[src/hw/rtl/neighbor_dipole_alignment_torque_defines.svh]
// ----------------------------------------------------------------------------
// Assertion macros for the dipole alignment torque block
// Concurrent checks clocked by clk and held off while arst_n is low.
// Defining SYNTH compiles every check away.
// ----------------------------------------------------------------------------
`ifndef NEIGHBOR_DIPOLE_ALIGNMENT_TORQUE_DEFINES_SVH
`define NEIGHBOR_DIPOLE_ALIGNMENT_TORQUE_DEFINES_SVH

`ifndef SYNTH

// property must hold at every clock edge out of reset
`define NDAT_ASSERT(name, prop, msg) \
	name: assert property (@(posedge clk) disable iff (!arst_n) (prop)) else $error(msg);

// expression must never be true at a clock edge out of reset
`define NDAT_NEVER(name, expr, msg) \
	name: assert property (@(posedge clk) disable iff (!arst_n) !(expr)) else $error(msg);

`else

`define NDAT_ASSERT(name, prop, msg)

`define NDAT_NEVER(name, expr, msg)

`endif

`endif

[src/hw/rtl/ndat_pkg.sv]
// ----------------------------------------------------------------------------
// ndat_pkg
// Shared types and constants of the dipole alignment torque block.
// ----------------------------------------------------------------------------
package ndat_pkg;

	// item codes on the op field
	typedef enum logic [1:0] {
		OP_BEGIN    = 2'd0,
		OP_NEIGHBOR = 2'd1,
		OP_END      = 2'd2
	} op_t;

	// one word in the front-to-back queue
	typedef struct packed {
		op_t              kind;
		logic [2:0][31:0] pos;
		logic [2:0][15:0] dip;
		logic             member;
	} q_entry_t;

	// configuration as seen by the back end
	typedef struct packed {
		logic [31:0] strength;
		logic [61:0] cutoff_sq;
		logic        nematic;
	} cfg_t;

	// multiply-accumulate lane widths
	localparam int MUL_A_W = 34;
	localparam int MUL_B_W = 19;
	localparam int PROD_W  = MUL_A_W + MUL_B_W;
	localparam int ACC_W   = 68;

	// torque sum width and saturation bounds
	localparam int SUM_W = 48;
	localparam logic [SUM_W-1:0] SUM_MAX = {1'b0, {(SUM_W-1){1'b1}}};
	localparam logic [SUM_W-1:0] SUM_MIN = {1'b1, {(SUM_W-1){1'b0}}};

	// what the accumulator does with the registered product
	typedef enum logic [1:0] {
		MAC_NONE,
		MAC_LOAD,
		MAC_ADD,
		MAC_SUB
	} mac_op_t;

	// left shift applied to the product before accumulation
	typedef enum logic [1:0] {
		SH_0,
		SH_16,
		SH_17,
		SH_18
	} mac_sh_t;

	typedef struct packed {
		mac_op_t op;
		mac_sh_t sh;
	} mac_cmd_t;

	// back-end sequencer
	typedef enum logic [4:0] {
		ST_IDLE,
		ST_DIFF,
		ST_SQ_LO,
		ST_SQ_HI,
		ST_SQ_ACC,
		ST_RSQ,
		ST_CMP,
		ST_DOT,
		ST_CR_A,
		ST_CR_B,
		ST_CR_ACC,
		ST_NEM_LO,
		ST_NEM_HI,
		ST_NEM_ACC,
		ST_K_LO,
		ST_K_HI,
		ST_K_ACC,
		ST_TERM,
		ST_SUM
	} back_state_t;

endpackage

[src/hw/rtl/ndat_fifo.sv]
// ----------------------------------------------------------------------------
// ndat_fifo
// Short register queue between the front and the back end.
// ----------------------------------------------------------------------------
`include "neighbor_dipole_alignment_torque_defines.svh"

module ndat_fifo #(
	parameter int DEPTH = 4
) (
	input  logic               clk,
	input  logic               arst_n,
	input  logic               push,
	input  ndat_pkg::q_entry_t wr_entry,
	input  logic               pop,
	output logic               full,
	output logic               not_empty,
	output ndat_pkg::q_entry_t rd_entry
);

	localparam int PTR_W = $clog2(DEPTH);
	localparam int CNT_W = $clog2(DEPTH + 1);

	ndat_pkg::q_entry_t mem_q [DEPTH];
	logic [PTR_W-1:0]   wr_ptr_q;
	logic [PTR_W-1:0]   rd_ptr_q;
	logic [CNT_W-1:0]   cnt_q;

	assign full      = (cnt_q == CNT_W'(DEPTH));
	assign not_empty = (cnt_q != '0);
	assign rd_entry  = mem_q[rd_ptr_q];

	// storage
	always_ff @(posedge clk) begin
		if (push) begin
			mem_q[wr_ptr_q] <= wr_entry;
		end
	end

	// pointers and fill count
	always_ff @(posedge clk or negedge arst_n) begin
		if (!arst_n) begin
			wr_ptr_q <= '0;
			rd_ptr_q <= '0;
			cnt_q    <= '0;
		end else begin
			if (push) begin
				wr_ptr_q <= (wr_ptr_q == PTR_W'(DEPTH - 1)) ? '0 : wr_ptr_q + 1'b1;
			end
			if (pop) begin
				rd_ptr_q <= (rd_ptr_q == PTR_W'(DEPTH - 1)) ? '0 : rd_ptr_q + 1'b1;
			end
			if (push && !pop) begin
				cnt_q <= cnt_q + 1'b1;
			end else if (pop && !push) begin
				cnt_q <= cnt_q - 1'b1;
			end
		end
	end

	`NDAT_NEVER(a_no_overflow, push && full, "queue written while full")
	`NDAT_NEVER(a_no_underflow, pop && !not_empty, "queue read while empty")
	`NDAT_NEVER(a_cnt_in_range, cnt_q > CNT_W'(DEPTH), "queue fill count out of range")

endmodule

[config.mk]
export PLATFORM = sky130hd
export DESIGN_NAME = ndat_fifo
export DESIGN_NICKNAME = d
export VERILOG_FILES = /design/src/hw/rtl/ndat_pkg.sv /design/src/hw/rtl/ndat_fifo.sv
export VERILOG_INCLUDE_DIRS = /design/src /design/src/hw/rtl
export SDC_FILE = /design/constraint.sdc
export NUM_CORES = 1
export LEC_CHECK = 0
export ABC_AREA = 1
export BUFFER_PORTS_ARGS = -buffer_cell sky130_fd_sc_hd__buf_2
export CORE_ASPECT_RATIO = 1.75
export CORE_MARGIN = 8
export CORE_UTILIZATION = 52
export DETAILED_ROUTE_END_ITERATION = 8
export PLACE_DENSITY = 0.83
export SYNTH_ARGS = -nofsm -noshare
export SYNTH_HDL_FRONTEND = slang
export SYNTH_SLANG_ARGS = --single-unit
[constraint.sdc]
create_clock -name clk -period 3.6 [get_ports clk]
set_input_delay 0 -clock clk [delete_from_list [all_inputs] [get_ports clk]]
set_output_delay 0 -clock clk [all_outputs]
set_load 0.01 [all_outputs]
Word-level counts from Yosys, hierarchy flattened
Memory sizes are Yosys's and may differ from the RTL's.
Index checks and enable logic that the tools add are counted.
{ "word_totals": {"reg_bits": 7, "mem_bits_rw": 588, "in_bits": 151, "output_inout_bits": 149, "word_cells": 23, "n_memories": 1} }
{ "mem_list": {"columns": ["memory", "words", "word_bits", "read_ports", "rd_ports_with_merged_regs", "wr", "line", "rtl"], "rows": [
  ["mem_q", 4, 147, 1, 0, 1, "ndat_fifo.sv:23", "ndat_pkg::q_entry_t mem_q [DEPTH];"]
]} }
{ "classes": {"addsub": 4, "eq_ne": 3, "mux": 6, "reduce_logical": 6} }
{ "op_table": {"columns": ["operator", "n"], "rows": [
  ["$mux 3", 2],
  ["$add 2x1->2 const B", 2],
  ["$eq 2x2->1 const B", 2],
  ["$mux 2", 2],
  ["$add 3x1->3 const B", 1],
  ["$eq 3x3->1 const B", 1],
  ["$reduce_bool 3->1", 1],
  ["$sub 3x1->3 const B", 1],
  ["$logic_and 1x1->1", 2],
  ["$logic_not 1->1", 2],
  ["$mux 1", 2],
  ["$reduce_bool 2->1", 1]
]} }

Depth between registers and ports, before layout
{ "logic_depth": {"ltp_word": 4, "ltp_mapped": 9, "ltp_nobuf": 9} }

Least setup slack after synthesis
No wires, ideal clock.
{ "synth_timing": {"path_type": "register -> register", "start": "register wr_ptr_q[0]", "end": "memory mem_q[2][0] (netlist bit), enable pin", "setup_time_ns": 0.500, "arrival_ns": 3.488, "required_time_ns": 3.100, "setup_slack_ns": -0.387, "stages_incl_launch_ff": 5, "path_buffers": 0, "period_less_slack_ns": 3.987, "cell_sequence": "dfrtp_1 > inv_1 > ha_1 > nand2_1 > inv_1"} }
{ "synth_rtl": {"columns": ["element", "line", "rtl"], "rows": [
  ["start, declared", "ndat_fifo.sv:24", "logic [PTR_W-1:0] wr_ptr_q;"],
  ["start signal, assigned", "ndat_fifo.sv:47", "wr_ptr_q <= (wr_ptr_q == PTR_W'(DEPTH - 1)) ? '0 : wr_ptr_q + 1'b1;"],
  ["end, declared", "ndat_fifo.sv:23", null]
]} }
No word-level cell before the write port.

==> results.json <==
{
  "status": "complete, no violations",
  "syn_nets": 1926,
  "cts.hold.buffers_added": 151,
  "tritoncts": "built",
  "ant_nets": 0,
  "fin_crit_sh_pct": 75.6,
  "grt_use_total_pct": 21.1,
  "path_clk_slew_ns": 0.07,
  "drcViolationCount": 0,
  "hp-class": "in2reg",
  "slew_headroom_pct": 35.6,
  "postSynthAreaPerCell_um2": 13.4,
  "yosysWarnings": 0,
  "fmax_ghz": 0.368,
  "arrival_ns": 2.72,
  "cp-start-kind": "flip-flop",
  "port_buffers": 299,
  "critPathSlowestCell": "inv_8",
  "finalSetupTns_ns": 0,
  "irDropWorstVdd_mv": 0.892,
  "maxCapViolCount": 0,
  "post-route-min-period_ns": 2.72,
  "worst_clock_skew_ns": 0.0211,
  "core-area_mm2": 0.0450,
  "hpwl_um": 32700,
  "pwr-share-comb_pct": 32.6,
  "num_io_pins": 300,
  "hold_viol": 0,
  "critPathMaxStageDelay_ns": 0.63,
  "switchingPower_mw": 7.59,
  "critPathMaxFanout": 151,
  "p_leak_nw": 11.7,
  "fin_nets": 2361,
  "p_seq_share_pct": 41.6,
  "fp.dieW_um": 177,
  "first_pass_iters": 5,
  "overflow": 0,
  "gp_congestion": 0.800,
  "area_growth_pct": 23.0,
  "synthCells": 1768,
  "rsz0062_at_grt": "false",
  "path_cells": "inv_8, buf_12, nand2_1, o211ai_1, nand2_1, buf_2",
  "drive_gt1_share_pct": 19.0,
  "cts_htree_levels": 2,
  "antenna_found_initial": 12,
  "wl_um": 57200,
  "cts_setup_buffers": 0,
  "setup_viol": 0,
  "fp.dieH_um": 298,
  "clock-root-buffer": "clkbuf_16",
  "cp-end-kind": "output pin",
  "grt_pass1_vias": 16100,
  "ys_types": 20,
  "synth_area_leaders": "edfxtp_1 75%, o211ai_1 9.0%, nand2_1 7.3%",
  "crit_required_ns": 3.60,
  "first_iter_violations": 1238,
  "critPathTopFamily": "buffers and inverters",
  "cts-resized-gates": 0,
  "wl_per_cell_um": 20.2,
  "p_sw_share_pct": 34.4,
  "ys_seq_area_share_pct": 75.5,
  "num_rows": 103,
  "vias": 15300,
  "slew_violations": 0,
  "worst-setup-path-type": "reg2out",
  "cts_buffer_depth": 3,
  "dieArea_mm2": 0.0528,
  "grt_pass1_wl_um": 87100,
  "grt_max_degree": 152,
  "numCtsBuffers": 49,
  "synth_top_area_share_pct": 74.7,
  "cts_sinks": 595,
  "internal-power_mw": 14.5,
  "p_clk_share_pct": 25.8,
  "worst_slew_pin_slew_ns": 0.963,
  "synth_area_mm2": 0.0236,
  "insertion_delay_ns": 0.57,
  "initial_utilization_pct": 52.5,
  "crit_path_frequent_cell": "nand2_1",
  "path_buf_inv": 3,
  "fin_total_pwr_mw": 22.1,
  "ys_ff_latch": 595,
  "postLayoutCoreUtil_pct": 64.6,
  "viasPerCell": 5.42,
  "power_density_mw_per_mm2": 759,
  "synth_top_area_cell": "edfxtp_1"
}
-- area by class of cell --
class	count	area (um^2)
fill	2925	15900
timing repair buffer	481	3470
inverter	307	1180
clock inverter	34	420
clock buffer	57	1300
sequential	595	17800
tap	577	722
multi-input combinational	769	4120
antenna	11	27.5
-- power groups by stage --
stage | Combinational (mW) | Clock (mW) | Sequential, mW
detailed placement | 6.96 | 0 | 9.29
CTS | 7.18 | 5.73 | 9.15
floorplan | 4.26 | 0 | 9.30
finish | 7.20 | 5.69 | 9.17
global route | 7.82 | 6.04 | 9.24
global placement | 6.72 | 0 | 9.22
-- routing by layer --
layer  routed length, um  vias up  share of wire [%]  GRT usage, %
met2               30800      636                 54          38.8
met3                3770      152                6.6          3.79
li1                    -     7074                  -             -
met1               20000     7476                 35          22.5
met5                  35        -              0.061             0
met4                2620        6                4.6          10.9
-- flip-flops by register name (all words and copies together) (netlist names) --
signal / cells
cnt_q: 3
mem_q: 588
rd_ptr_q: 2
wr_ptr_q: 2
-- final timing paths --
check / start / endpoint / slack (ns) / depth (start not counted)
hold / removal: wr_entry[113] / mem_q[0][113] / 0.19 / 2
max in group asynchronous: arst_n / rd_ptr_q[1] / 2.84 / 3
setup reg to reg: wr_ptr_q[1] / mem_q[1][93] / 1.27 / 5
setup / recovery: rd_ptr_q[0] / rd_entry[22] / 0.88 / 6
min in group asynchronous: arst_n / rd_ptr_q[1] / 0.44 / 3
hold reg to reg: cnt_q[2] / cnt_q[2] / 0.52 / 2
-- stage by stage --
stage	hold WS [ns]	instance area, um^2	cells	setup slack, ns
floorplan	-0.296	23600	1768	0.314
global placement	-0.144	25800	2578	1.19
detailed placement	-0.135	25800	2578	1.22
CTS	0.144	29000	2820	0.878
global route	0.167	29100	2830	0.730
finish	0.187	29100	2831	0.880
-- layout by cell type (no fill, tap or decap), types with 4 or more instances in the layout --
cell	n
clkinv_1	5
clkbuf_1	6
ha_1	6
inv_1	301
bufinv_16	9
inv_6	4
buf_12	18
diode_2	11
buf_2	299
clkbuf_16	51
dlygate4sd3_1	151
dfrtp_1	6
clkinv_2	10
nand2_1	457
buf_4	13
o211ai_2	10
o211ai_1	284
edfxtp_1	588
clkinvlp_4	9
-- cells in the mapped netlist --
library cell,instances
edfxtp_1,588
nand2_1,457
inv_1,305
o211ai_1,284
buf_2,51
clkbuf_1,28
buf_4,11
o211ai_2,10
buf_6,7
dfrtp_1,7
ha_1,6
nor2_1,3
o21ai_0,3
inv_2,2
fa_1,1
nand3_1,1
nand4_1,1
nor3_1,1
o21ai_1,1
xnor2_1,1
-- cell families after synthesis --
| family | count (synthesis) | synth area share, % |
|---|---|---|
| compound gates | 298 | 9.64 |
| xor+xnor | 1 | 0.0371 |
| buf+inv | 404 | 7.08 |
| fa+ha+maj | 7 | 0.402 |
| flops | 595 | 75.5 |
| simple gates | 463 | 7.38 |
-- worst register-to-register path: cells and delay by family, from the launching register on --
kind                     cells  cell delay (ns)
adder cells (fa/ha/maj)      1             0.18
buffers and inverters        3             1.40
flip-flops                   1             0.37
AND/OR/NAND/NOR              1             0.10
Note: power is estimated with default switching activity, not from simulation.
